==> src/rtl/srsw_pkg.sv <==
package srsw_pkg;

	localparam int MODE_W    = 2;
	localparam int KIND_W    = 2;
	localparam int SEQ_PORT_W = 4;
	localparam int CNT_PORT_W = 4;
	localparam int AGE_W     = 16;
	localparam int CFG_ADDR_W = 3;
	localparam int CFG_DATA_W = 32;

	localparam logic [MODE_W-1:0] MODE_SEND = 2'd0;
	localparam logic [MODE_W-1:0] MODE_ACK  = 2'd1;
	localparam logic [MODE_W-1:0] MODE_TICK = 2'd2;

	localparam logic [KIND_W-1:0] KIND_SENT    = 2'd0;
	localparam logic [KIND_W-1:0] KIND_REFUSED = 2'd1;
	localparam logic [KIND_W-1:0] KIND_STATUS  = 2'd2;
	localparam logic [KIND_W-1:0] KIND_RETX    = 2'd3;

	localparam logic             REG_TIMEOUT   = 1'b0;
	localparam logic [AGE_W-1:0] TIMEOUT_RESET = 16'd2;

	typedef struct packed {
		logic start;
		logic send;
		logic ack;
		logic slide;
		logic scan_rd;
		logic scan_ev;
		logic push;
		logic push_last;
	} cmd_t;

	typedef struct packed {
		logic fl_zero;
		logic ack_slide;
		logic can_slide;
		logic scan_last;
		logic expired;
		logic pend_retx;
		logic out_free;
	} sts_t;

endpackage

==> src/rtl/srsw_ram.sv <==
module srsw_ram #(
	parameter int WIDTH = 16,
	parameter int DEPTH = 8
) (
	input  logic                     clk,
	input  logic                     we,
	input  logic [$clog2(DEPTH)-1:0] waddr,
	input  logic [WIDTH-1:0]         wdata,
	input  logic                     re,
	input  logic [$clog2(DEPTH)-1:0] raddr,
	output logic [WIDTH-1:0]         rdata
);

	logic [WIDTH-1:0] mem_q [DEPTH];
	logic [WIDTH-1:0] rdata_q;

	always_ff @(posedge clk) begin
		if (we) begin
			mem_q[waddr] <= wdata;
		end
		if (re) begin
			rdata_q <= mem_q[raddr];
		end
	end

	assign rdata = rdata_q;

endmodule

==> src/rtl/srsw_ctrl.sv <==
module srsw_ctrl import srsw_pkg::*; (
	input  logic              clk,
	input  logic              arst_n,
	input  logic              item_valid,
	output logic              item_ready,
	input  logic [MODE_W-1:0] mode,
	input  sts_t              st,
	output cmd_t              cmd
);

	typedef enum logic [6:0] {
		ST_IDLE  = 7'b0000001,
		ST_SEND  = 7'b0000010,
		ST_ACK   = 7'b0000100,
		ST_SLIDE = 7'b0001000,
		ST_RD    = 7'b0010000,
		ST_EV    = 7'b0100000,
		ST_EMIT  = 7'b1000000
	} state_t;

	state_t state_q;
	state_t state_d;

	always_comb begin
		cmd        = '0;
		state_d    = state_q;
		item_ready = 1'b0;
		unique case (state_q)
			ST_IDLE: begin
				item_ready = 1'b1;
				if (item_valid) begin
					cmd.start = 1'b1;
					unique case (mode)
						MODE_SEND: state_d = ST_SEND;
						MODE_ACK:  state_d = ST_ACK;
						MODE_TICK: state_d = st.fl_zero ? ST_EMIT : ST_RD;
						default:   state_d = ST_EMIT;
					endcase
				end
			end
			ST_SEND: begin
				cmd.send = 1'b1;
				state_d  = ST_EMIT;
			end
			ST_ACK: begin
				cmd.ack = 1'b1;
				state_d = st.ack_slide ? ST_SLIDE : ST_EMIT;
			end
			ST_SLIDE: begin
				if (st.can_slide) begin
					cmd.slide = 1'b1;
				end else begin
					state_d = ST_EMIT;
				end
			end
			ST_RD: begin
				cmd.scan_rd = 1'b1;
				state_d     = ST_EV;
			end
			ST_EV: begin
				if (!(st.expired && st.pend_retx && !st.out_free)) begin
					cmd.scan_ev = 1'b1;
					cmd.push    = st.expired && st.pend_retx;
					state_d     = st.scan_last ? ST_EMIT : ST_RD;
				end
			end
			ST_EMIT: begin
				if (st.out_free) begin
					cmd.push      = 1'b1;
					cmd.push_last = 1'b1;
					state_d       = ST_IDLE;
				end
			end
			default: state_d = ST_IDLE;
		endcase
	end

	always_ff @(posedge clk or negedge arst_n) begin
		if (!arst_n) begin
			state_q <= ST_IDLE;
		end else begin
			state_q <= state_d;
		end
	end

endmodule

==> src/rtl/srsw_dp.sv <==
module srsw_dp import srsw_pkg::*; #(
	parameter int WINDOW = 8
) (
	input  logic                  clk,
	input  logic                  arst_n,
	input  cmd_t                  cmd,
	output sts_t                  st,
	input  logic [SEQ_PORT_W-1:0] ack_seq,
	input  logic                  ack_intact,
	input  logic [AGE_W-1:0]      timeout,
	output logic                  result_valid,
	input  logic                  result_ready,
	output logic [KIND_W-1:0]     kind,
	output logic [SEQ_PORT_W-1:0] seq,
	output logic [SEQ_PORT_W-1:0] window_base,
	output logic [CNT_PORT_W-1:0] outstanding,
	output logic                  last
);

	localparam int SEQ_MOD = 2 * WINDOW;
	localparam int SEQ_W   = $clog2(SEQ_MOD);
	localparam int SLOT_W  = $clog2(WINDOW);
	localparam int CNT_W   = $clog2(WINDOW + 1);
	localparam int ACK_W   = (SEQ_W + 1 > SEQ_PORT_W) ? SEQ_W + 1 : SEQ_PORT_W;

	function automatic logic [SLOT_W-1:0] to_slot(input logic [SEQ_W-1:0] s);
		to_slot = (s >= SEQ_W'(WINDOW)) ? SLOT_W'(s - SEQ_W'(WINDOW)) : SLOT_W'(s);
	endfunction

	function automatic logic [SEQ_W-1:0] seq_inc(input logic [SEQ_W-1:0] s);
		seq_inc = (s == SEQ_W'(SEQ_MOD - 1)) ? '0 : s + 1'b1;
	endfunction

	function automatic logic [SEQ_W-1:0] seq_diff(input logic [SEQ_W-1:0] a,
		input logic [SEQ_W-1:0] b);
		logic [SEQ_W:0] wrap;
		wrap = (SEQ_W + 1)'(a) + (SEQ_W + 1)'(SEQ_MOD) - (SEQ_W + 1)'(b);
		seq_diff = (a >= b) ? a - b : SEQ_W'(wrap);
	endfunction

	logic [SEQ_W-1:0]      base_q;
	logic [SEQ_W-1:0]      next_q;
	logic [WINDOW-1:0]     busy_q;
	logic [WINDOW-1:0]     acked_q;
	logic [CNT_W-1:0]      outs_q;
	logic [SLOT_W-1:0]     off_q;
	logic [SEQ_PORT_W-1:0] ack_q;
	logic                  intact_q;
	logic [KIND_W-1:0]     pend_kind_q;
	logic [SEQ_W-1:0]      pend_seq_q;
	logic                  pend_retx_q;
	logic                  out_valid_q;
	logic [KIND_W-1:0]     kind_q;
	logic [SEQ_PORT_W-1:0] seq_q;
	logic [SEQ_PORT_W-1:0] base_out_q;
	logic [CNT_PORT_W-1:0] outs_out_q;
	logic                  last_q;

	logic [CNT_W-1:0]  fl;
	logic              full;
	logic [SLOT_W-1:0] next_slot;
	logic [SLOT_W-1:0] base_slot;
	logic [SEQ_W-1:0]  ack_s;
	logic [SLOT_W-1:0] ack_slot;
	logic              ack_hit;
	logic [SEQ_W:0]    scan_sum;
	logic [SEQ_W-1:0]  scan_seq;
	logic [SLOT_W-1:0] scan_slot;
	logic              scan_skip;
	logic [AGE_W-1:0]  age;
	logic              ram_we;
	logic [SLOT_W-1:0] ram_waddr;
	logic [AGE_W-1:0]  ram_wdata;
	logic              alloc;

	assign fl        = CNT_W'(seq_diff(next_q, base_q));
	assign full      = fl >= CNT_W'(WINDOW);
	assign next_slot = to_slot(next_q);
	assign base_slot = to_slot(base_q);
	assign ack_s     = SEQ_W'(ack_q);
	assign ack_slot  = to_slot(ack_s);
	assign ack_hit   = intact_q && (ACK_W'(ack_q) < ACK_W'(SEQ_MOD))
		&& (seq_diff(ack_s, base_q) < SEQ_W'(fl));
	assign scan_sum  = (SEQ_W + 1)'(base_q) + (SEQ_W + 1)'(off_q);
	assign scan_seq  = (scan_sum >= (SEQ_W + 1)'(SEQ_MOD))
		? SEQ_W'(scan_sum - (SEQ_W + 1)'(SEQ_MOD)) : SEQ_W'(scan_sum);
	assign scan_slot = to_slot(scan_seq);
	assign scan_skip = !busy_q[scan_slot] || acked_q[scan_slot];
	assign alloc     = cmd.send && !full;

	assign st.fl_zero   = (fl == '0);
	assign st.ack_slide = ack_hit && (ack_s == base_q);
	assign st.can_slide = (fl != '0) && acked_q[base_slot];
	assign st.scan_last = (CNT_W'(off_q) + 1'b1) == fl;
	assign st.expired   = !scan_skip && (age >= timeout);
	assign st.pend_retx = pend_retx_q;
	assign st.out_free  = !out_valid_q || result_ready;

	assign ram_we    = alloc || (cmd.scan_ev && !scan_skip);
	assign ram_waddr = cmd.send ? next_slot : scan_slot;
	assign ram_wdata = (cmd.send || st.expired) ? '0 : AGE_W'(age + 1'b1);

	srsw_ram #(
		.WIDTH(AGE_W),
		.DEPTH(WINDOW)
	) u_age (
		.clk  (clk),
		.we   (ram_we),
		.waddr(ram_waddr),
		.wdata(ram_wdata),
		.re   (cmd.scan_rd),
		.raddr(scan_slot),
		.rdata(age)
	);

	always_ff @(posedge clk or negedge arst_n) begin
		if (!arst_n) begin
			base_q      <= '0;
			next_q      <= '0;
			busy_q      <= '0;
			acked_q     <= '0;
			outs_q      <= '0;
			pend_retx_q <= 1'b0;
			out_valid_q <= 1'b0;
		end else begin
			if (cmd.start) begin
				pend_retx_q <= 1'b0;
			end
			if (alloc) begin
				busy_q[next_slot]  <= 1'b1;
				acked_q[next_slot] <= 1'b0;
				next_q             <= seq_inc(next_q);
				outs_q             <= outs_q + 1'b1;
			end
			if (cmd.ack && ack_hit) begin
				acked_q[ack_slot] <= 1'b1;
				if (!acked_q[ack_slot]) begin
					outs_q <= outs_q - 1'b1;
				end
			end
			if (cmd.slide) begin
				busy_q[base_slot]  <= 1'b0;
				acked_q[base_slot] <= 1'b0;
				base_q             <= seq_inc(base_q);
			end
			if (cmd.scan_ev && st.expired) begin
				pend_retx_q <= 1'b1;
			end
			if (cmd.push) begin
				out_valid_q <= 1'b1;
			end else if (result_ready) begin
				out_valid_q <= 1'b0;
			end
		end
	end

	always_ff @(posedge clk) begin
		if (cmd.start) begin
			ack_q       <= ack_seq;
			intact_q    <= ack_intact;
			off_q       <= '0;
			pend_kind_q <= KIND_STATUS;
			pend_seq_q  <= '0;
		end
		if (cmd.send) begin
			pend_kind_q <= full ? KIND_REFUSED : KIND_SENT;
			pend_seq_q  <= full ? '0 : next_q;
		end
		if (cmd.scan_ev) begin
			off_q <= off_q + 1'b1;
			if (st.expired) begin
				pend_kind_q <= KIND_RETX;
				pend_seq_q  <= scan_seq;
			end
		end
		if (cmd.push) begin
			kind_q     <= pend_kind_q;
			seq_q      <= SEQ_PORT_W'(pend_seq_q);
			base_out_q <= SEQ_PORT_W'(base_q);
			outs_out_q <= CNT_PORT_W'(outs_q);
			last_q     <= cmd.push_last;
		end
	end

	assign result_valid = out_valid_q;
	assign kind         = kind_q;
	assign seq          = seq_q;
	assign window_base  = base_out_q;
	assign outstanding  = outs_out_q;
	assign last         = last_q;

endmodule

==> src/rtl/selective_repeat_send_window.sv <==
// A send or acknowledge passes through its own state and then the emit state, which registers the result.
// An acknowledgement of the window base adds a slide state that moves the base past each acknowledged base slot.
// A tick visits every in-flight slot with one age memory read and one update, then emits.
// One transaction is in work at a time; the result register lets the next one be accepted.
// Reset is asynchronous and clears the window, the control state and the timeout to 2;
// the age memory is not cleared, since every send writes its slot's age.
module selective_repeat_send_window import srsw_pkg::*; #(
	parameter int WINDOW = 8
) (
	input  logic                  clk,
	input  logic                  arst_n,
	input  logic                  psel,
	input  logic                  penable,
	input  logic                  pwrite,
	input  logic [CFG_ADDR_W-1:0] paddr,
	input  logic [CFG_DATA_W-1:0] pwdata,
	output logic [CFG_DATA_W-1:0] prdata,
	output logic                  pready,
	input  logic                  item_valid,
	output logic                  item_ready,
	input  logic [MODE_W-1:0]     mode,
	input  logic [SEQ_PORT_W-1:0] ack_seq,
	input  logic                  ack_intact,
	output logic                  result_valid,
	input  logic                  result_ready,
	output logic [KIND_W-1:0]     kind,
	output logic [SEQ_PORT_W-1:0] seq,
	output logic [SEQ_PORT_W-1:0] window_base,
	output logic [CNT_PORT_W-1:0] outstanding,
	output logic                  last
);

	logic [AGE_W-1:0] timeout_q;
	cmd_t             cmd;
	sts_t             st;

	assign pready = 1'b1;
	assign prdata = (paddr[2] == REG_TIMEOUT) ? CFG_DATA_W'(timeout_q) : '0;

	always_ff @(posedge clk or negedge arst_n) begin
		if (!arst_n) begin
			timeout_q <= TIMEOUT_RESET;
		end else if (psel && penable && pwrite && pready && (paddr[2] == REG_TIMEOUT)) begin
			timeout_q <= pwdata[AGE_W-1:0];
		end
	end

	srsw_ctrl u_ctrl (
		.clk       (clk),
		.arst_n    (arst_n),
		.item_valid(item_valid),
		.item_ready(item_ready),
		.mode      (mode),
		.st        (st),
		.cmd       (cmd)
	);

	srsw_dp #(
		.WINDOW(WINDOW)
	) u_dp (
		.clk         (clk),
		.arst_n      (arst_n),
		.cmd         (cmd),
		.st          (st),
		.ack_seq     (ack_seq),
		.ack_intact  (ack_intact),
		.timeout     (timeout_q),
		.result_valid(result_valid),
		.result_ready(result_ready),
		.kind        (kind),
		.seq         (seq),
		.window_base (window_base),
		.outstanding (outstanding),
		.last        (last)
	);

	a_push_free: assert property (@(posedge clk) disable iff (!arst_n)
		cmd.push |-> st.out_free)
		else $error("Result pushed while the output register is occupied.");

	a_one_at_a_time: assert property (@(posedge clk) disable iff (!arst_n)
		item_valid && item_ready |=> !item_ready)
		else $error("A transaction was accepted while another is still in work.");

	a_slide_ok: assert property (@(posedge clk) disable iff (!arst_n)
		cmd.slide |-> st.can_slide && !st.fl_zero)
		else $error("Window base slid over an unacknowledged or empty slot.");

endmodule
==> config.mk <==
export PLATFORM = sky130hd
export DESIGN_NAME = selective_repeat_send_window
export DESIGN_NICKNAME = d
export VERILOG_FILES = /design/src/rtl/srsw_pkg.sv /design/src/rtl/srsw_ram.sv /design/src/rtl/srsw_ctrl.sv /design/src/rtl/srsw_dp.sv /design/src/rtl/selective_repeat_send_window.sv
export SDC_FILE = /design/constraint.sdc
export NUM_CORES = 1
export LEC_CHECK = 0
export BUFFER_PORTS_ARGS = -buffer_cell sky130_fd_sc_hd__buf_2
export CELL_PAD_IN_SITES_DETAIL_PLACEMENT = 0
export CELL_PAD_IN_SITES_GLOBAL_PLACEMENT = 1
export CORE_AREA = 2 2 168 170
export DETAILED_ROUTE_END_ITERATION = 7
export DIE_AREA = 0 0 170 172
export HOLD_SLACK_MARGIN = 0.02
export PLACE_DENSITY_LB_ADDON = 0.1
export SLEW_MARGIN = 5
export SYNTH_ARGS = -nofsm -noshare
export SYNTH_HDL_FRONTEND = slang
export SYNTH_SLANG_ARGS = --single-unit
==> constraint.sdc <==
create_clock -name clk -period 4.88 [get_ports clk]
set_input_delay 0.976 -clock clk [delete_from_list [all_inputs] [get_ports clk]]
set_output_delay 0.976 -clock clk [all_outputs]
set_load 0.1 [all_outputs]
==> impl_metrics.yaml, run 1 <==
detailed_routing:
  drc: 0
  wirelength_um: 25100
  ant_nets: 0
  vias_per_cell: 5.45
  wl_per_cell_um: 20.5
  routed-via-count: 6681
  drt_iter0_drc: 519
  drtPass1Iterations: 5
timing:
  finClkSkew_ps: 25.7
  worst_slew_pin_slew_ps: 1150
  finalHoldViolCount: 0
  period_share: 0.806
  max_freq_mhz: 254
  finalCriticalPeriod_ps: 3940
  slew_viol_final: 0
  rsz0062_at_grt: "no"
  setup-tns-final_ps: 0
  setup_violations: 0
  max-slew-margin-rel: 0.233
power_and_ir_drop:
  switching_share: 0.334
  p_leak_uw: 0.00474
  p_seq_frac: 0.417
  combPwrFrac: 0.264
  power_switching_uw: 1990
  ir_drop_mv: 0.314
  powerDensity_nw_per_um2: 488
  clockPowerShare: 0.319
  intPower_uw: 3970
global_routing:
  grt_pass1_wl_um: 39000
  grt_overflow: 0
  grt_max_degree: 54
  grt.total_usage: 0.175
  antenna_found_initial: 0
  grt_pass1_vias: 6692
placed_design:
  io_buffer_count: 63
  place_congestion: 0.833
  dp_hpwl_um: 16800
logic_synthesis:
  synth_cell_types: 72
  syn_avg_cell_area_sq_um: 13.6
  synth_edf_count: 167
  syn_inst: 775
  synth_top_area_share: 0.474
  ys_seq_area_frac: 0.612
  yosysTopAreaCell: "edfxtp_1"
  synth-seq-cells: 226
  yosys_warnings: 0
  synth.cell_area_sq_um: 10600
  async_flop_share: 0.235
  netlist_top_cells_area: "edfxtp_1 (47%), dfrtp_1 (12%), mux4_2 (7.0%)"
  ys.flop_type: "edfxtp_1"
clocking:
  clock_sinks: 226
  cts_buffers: 26
  insertion_delay_ps: 550
  clk_pin_slew_ps: 60
  post_cts_buffers: 0
  htree_levels: 1
  cts_tree: "done"
  cts_hold_buf: 0
  post_cts_resized: 0
  cts_buffer_depth: 3
  clockRootBuffer: "clkbuf_16"
critical_path:
  critPathArrivalTime_ps: 4380
  end_kind: "register"
  crit_path_start_kind: "register"
  cp.required_ps: 5330
  cp_max_fo: 12
  crit_type: "register to register"
floorplanning:
  dieArea_sq_um: 29200
  fp.dieW_um: 170
  fp.dieH_um: 172
  core_area_sq_um: 27500
  io_pins: 99
  rows: 61
  start_util: 0.385
layout:
  n_antenna_cell: 0
  areaGrowthSynthToFinish_pct: 15.5
  final_core_util: 0.444
  nNetsFinal: 946
  drive_gt1_frac: 0.226
outcome:
  status: "finished, final reports clean"
job:
  drv_cap: 0
worst_hold_path:
  hp-class: "register to register"
[cells by family (layout without fill, tap and decap cells)]
group | count (synthesis) | in the layout | share of synthesized area
XOR/XNOR | 33 | 33 | 0.0288
other | 2 | 17 | 0.000711
buffers and inverters | 85 | 175 | 0.0378
multiplexers | 59 | 59 | 0.0971
flip-flops | 226 | 226 | 0.612
AND/OR/NAND/NOR | 225 | 225 | 0.106
adder cells (fa/ha/maj) | 37 | 37 | 0.0459
AO/OA/AOI/OAI | 108 | 108 | 0.0722
[stage by stage]
| stage | total power (uW) | std cells | hold slack [ps] | instance area, sq um | setup slack, ps |
|---|---|---|---|---|---|
| final | 5970 | 1226 | 440 | 12200 | 944 |
| after global routing | 6270 | 1226 | 463 | 12200 | 680 |
| after CTS | 6020 | 1226 | 444 | 12200 | 1010 |
| after detailed placement | 4100 | 1178 | 429 | 11400 | 1030 |
| after global placement | 4070 | 1178 | 427 | 11400 | 1080 |
| after floorplan | 3710 | 790 | 408 | 10600 | 504 |
[worst paths after layout]
| kind | depth (start not counted) | endpoint | from | slack [ps] |
|---|---|---|---|---|
| worst max-delay path | 12 | u_dp.acked_q[3] | u_dp.next_q[0] | 940 |
| worst min-delay path | 0 | u_dp.seq[1] | u_dp.pend_seq_q[1] | 440 |
| worst max register to register | 12 | u_dp.acked_q[3] | u_dp.next_q[0] | 940 |
| worst min register to register | 0 | u_dp.seq[1] | u_dp.pend_seq_q[1] | 440 |
| max in group asynchronous | 2 | u_dp.next_q[1] | arst_n | 3780 |
| min in group asynchronous | 2 | timeout_q[15] | arst_n | 560 |
[routing by layer]
| metal | part of all wire | global-route usage | wire length, um |
|---|---|---|---|
| met1 | 0.47 | 0.256 | 11800 |
| met2 | 0.45 | 0.275 | 11300 |
| met3 | 0.059 | 0.0277 | 1490 |
| met4 | 0.019 | 0.0431 | 467 |
| met5 | 0 | 0 | 0 |
[flip-flops by register name, indices dropped and copies added (netlist names), 2 cells and up]
signal / cells
u_dp.off_q: 3
u_dp.pend_seq_q: 4
u_dp.u_age.mem_q: 128
u_ctrl.state_q: 7
u_dp.busy_q: 8
u_dp.next_q: 4
u_dp.window_base: 4
u_dp.acked_q: 8
u_dp.pend_kind_q: 2
u_dp.base_q: 4
u_dp.ack_q: 4
u_dp.u_age.rdata: 16
u_dp.outs_q: 4
u_dp.outstanding: 4
u_dp.seq: 4
timeout_q: 16
u_dp.kind: 2
[synth_stat cells, types with 3 or more instances]
cell type,count
edfxtp_1,167
nand2_1,70
dfrtp_1,51
nor2_1,51
inv_1,39
ha_1,34
mux4_2,33
a21oi_1,20
nand3_1,19
buf_4,18
clkbuf_1,18
mux2_2,18
xor2_1,18
o21ai_0,17
nor3_1,15
xnor2_1,14
a22oi_1,13
a31oi_1,12
nor4_1,11
a21o_1,10
nor2b_1,9
mux2i_1,8
nand2b_1,7
and3_1,6
dfxtp_1,6
buf_1,5
nand4_1,5
and2_1,4
and3b_1,4
buf_2,4
o21a_1,4
or2_2,4
a2bb2oi_1,3
fa_1,3
nand4b_1,3
o21ai_1,3
o31ai_1,3
or3_1,3
[cells in the final DEF (no fill, tap or decap), types with 17 or more instances in the layout]
cell and count:
edfxtp_1 167, a21oi_1 20, mux2_2 18, xor2_1 18, conb_1 17, ha_1 33
clkbuf_16 26, mux4_2 33, buf_2 63, nand3_1 19, nand2_1 70, buf_4 25
nor2_1 51, inv_1 39, o21ai_0 17, dfrtp_1 51
[power groups by stage]
| stage | logic [uW] | registers (uW) | clock network [uW] |
|---|---|---|---|
| floorplan | 1120 | 2580 | 0 |
| global placement | 1550 | 2520 | 0 |
| detailed placement | 1580 | 2520 | 0 |
| CTS | 1590 | 2480 | 1950 |
| global route | 1730 | 2510 | 2030 |
| finish | 1570 | 2490 | 1900 |
[cell type report]
type	count	area (sq um)
clock inverter	16	173
inverter	39	146
clock buffer	32	673
sequential	226	6460
timing repair buffer	88	503
tap	346	433
fill	2484	15300
multi-input combinational	479	3820
[worst max-delay path: stages, from the launching register on]
cell     delay (ps)
dfrtp_1         610
inv_1           230
ha_1            280
and3b_1         260
nor3_1           90
or2_2           380
ha_1            220
or4b_1          470
a21oi_1         170
o21ai_0         290
or2_2           420
o32a_1          290
a31oi_1         140
(Power assumes the default switching activity.)
==> run 2, diff against run 1 <==
==> constraint.sdc (replaced) <==
create_clock -name clk -period 3.6 [get_ports clk]
set_input_delay 0.72 -clock clk [delete_from_list [all_inputs] [get_ports clk]]
set_output_delay 0.72 -clock clk [all_outputs]
set_load 0.1 [all_outputs]
==> impl_metrics.yaml, run 2 (synthesized netlist as in run 1, its figures left out) <==
critical_path:
  cp_max_fo: 9
  crit_path_start_kind: "register"
  startpoint: "u_dp.base_q[0]"
  critical_path.endpoint: "u_dp.u_age.mem_q[1][9]"
  cp.required_ps: 3840
  crit_type: "register to register"
  r2r-start: "u_dp.base_q[0]"
  reg2reg_depth: 10
  critPathArrivalTime_ps: 3660
  end_kind: "register"
  rrSetupSlack_ps: 180
  r2r_end: "u_dp.u_age.mem_q[1][9]"
timing:
  rsz0062_at_grt: "no"
  setup_ws_ps: 181
  max-slew-margin-rel: 0.385
  slew_viol_final: 0
  setup-tns-final_ps: 0
  worst_slew_pin_slew_ps: 910
  period_share: 0.950
  fin_hold_ws_ps: 222
  finalCriticalPeriod_ps: 3420
  max_freq_mhz: 292
  finClkSkew_ps: 13.9
  finalHoldViolCount: 0
  setup_violations: 0
power_and_ir_drop:
  ir_drop_mv: 0.391
  switching_share: 0.333
  power_switching_uw: 2750
  fin_total_pwr_uw: 8260
  powerDensity_nw_per_um2: 659
  clockPowerShare: 0.320
  combPwrFrac: 0.275
  p_seq_frac: 0.406
  intPower_uw: 5510
  p_leak_uw: 0.00486
worst_hold_path:
  hp-class: "input pin to async pin"
placed_design:
  dp_hpwl_um: 18000
  place_congestion: 0.771
  io_buffer_count: 63
  pre_cts_ws_ps: 84.0
  place_area_sq_um: 11600
global_routing:
  grt_max_degree: 34
  antenna_found_initial: 0
  grt.total_usage: 0.182
  grt_overflow: 0
  grt_pass1_wl_um: 40400
  grt_pass1_vias: 6922
job:
  drv_cap: 0
floorplanning:
  start_util: 0.385
  fp.dieW_um: 170
  dieArea_sq_um: 29200
  fp.dieH_um: 172
  io_pins: 99
  rows: 61
  core_area_sq_um: 27500
clocking:
  cts_buffer_depth: 3
  clock_sinks: 226
  htree_levels: 1
  clockRootBuffer: "clkbuf_16"
  insertion_delay_ps: 540
  cts_tree: "done"
  cts_buffers: 26
  clk_pin_slew_ps: 60
layout:
  areaGrowthSynthToFinish_pct: 18.6
  layout_common_cells: "edfxtp_1 (167), nand2_1 (70), buf_2 (63)"
  nNetsFinal: 969
  fill_cells: 2438
  regMostFlops: "u_dp.u_age.mem_q"
  postLayoutCellArea_sq_um: 12500
  drive_gt1_frac: 0.251
  largest_register_ffs: 128
  layout_commonest_cell: "edfxtp_1"
  n_antenna_cell: 0
detailed_routing:
  drt_iter0_drc: 435
  wl_per_cell_um: 20.7
  routed-via-count: 6613
  drc: 0
  wirelength_um: 25800
  vias_per_cell: 5.31
  ant_nets: 0
  drtPass1Iterations: 5
outcome:
  status: "finished, final reports clean"
[run 2: cell count changes in the layout (fill, tap and decap cells not counted), moves of 2 or more]
cell and change:
buf_12 +3, buf_4 +15, buf_6 +5, clkbuf_1 -2
clkinv_1 -2, clkinv_2 -2, clkinvlp_4 +2, nor4_2 -8
nor4_4 +8
[run 2: cell type report]
type | count | area, sq um | area share
Sequential cell | 226 | 6460 | 0.516
Multi-Input combinational cell | 479 | 3900 | 0.311
Timing Repair Buffer | 111 | 732 | 0.0584
Clock buffer | 30 | 666 | 0.0531
Tap cell | 346 | 433 | 0.0346
Clock inverter | 15 | 186 | 0.0149
Inverter | 39 | 146 | 0.0117
[run 2: worst min-delay path by stage]
stage	startpoint	endpoint	slack (ps)	cells after the start
2_1_floorplan	u_dp.pend_seq_q[1]	u_dp.seq[1]	410	0
3_3_place_gp	u_dp.pend_seq_q[0]	u_dp.seq[0]	410	0
3_5_place_dp	u_dp.pend_seq_q[0]	u_dp.seq[0]	420	0
4_1_cts	arst_n	timeout_q[11]	230	1
5_1_grt	arst_n	timeout_q[11]	250	1
6_report	arst_n	timeout_q[11]	220	1
[run 2: metrics by stage]
| step | util | cells |
|---|---|---|
| global route | 0.456 | 1246 |
| CTS | 0.455 | 1246 |
| floorplan | - | 790 |
| finish | 0.456 | 1246 |
| detailed placement | 0.424 | 1201 |
| global placement | 0.424 | 1201 |
[run 2: power groups by stage]
stage	clock (uW)	sequential, uW	combinational (uW)
finish	2640	3350	2270
global route	2810	3380	2490
CTS	2710	3350	2290
detailed placement	0	3400	2280
global placement	0	3390	2250
floorplan	0	3500	1530
[run 2: worst max-delay path, stage by stage (launching register included)]
cell and delay [ps]:
dfrtp_2 460, ha_2 210, fa_1 460, xor2_2 220
mux4_2 570, nor3_1 190, a31o_2 190, nor2_1 80
buf_4 210, nor4_4 310, buf_6 210
[run 2: routing by layer]
layer  routed length, um  part of all wire  GRT usage  vias to the layer above
li1                    -                 -          -                     3093
met1               12300              0.48      0.259                     3326
met2               11900              0.46      0.297                      154
met3                1060             0.041     0.0259                       40
met4                 564             0.022     0.0424                        0
met5                   0                 0          0                        -
[run 2: what timing repair did]
item | 4_1_cts | 5_1_grt
hold buffers | 0 | 0
setup buffers | 0 | 0
gates resized for setup | 0 | 9
endpoints found under the setup margin | 0 | 72
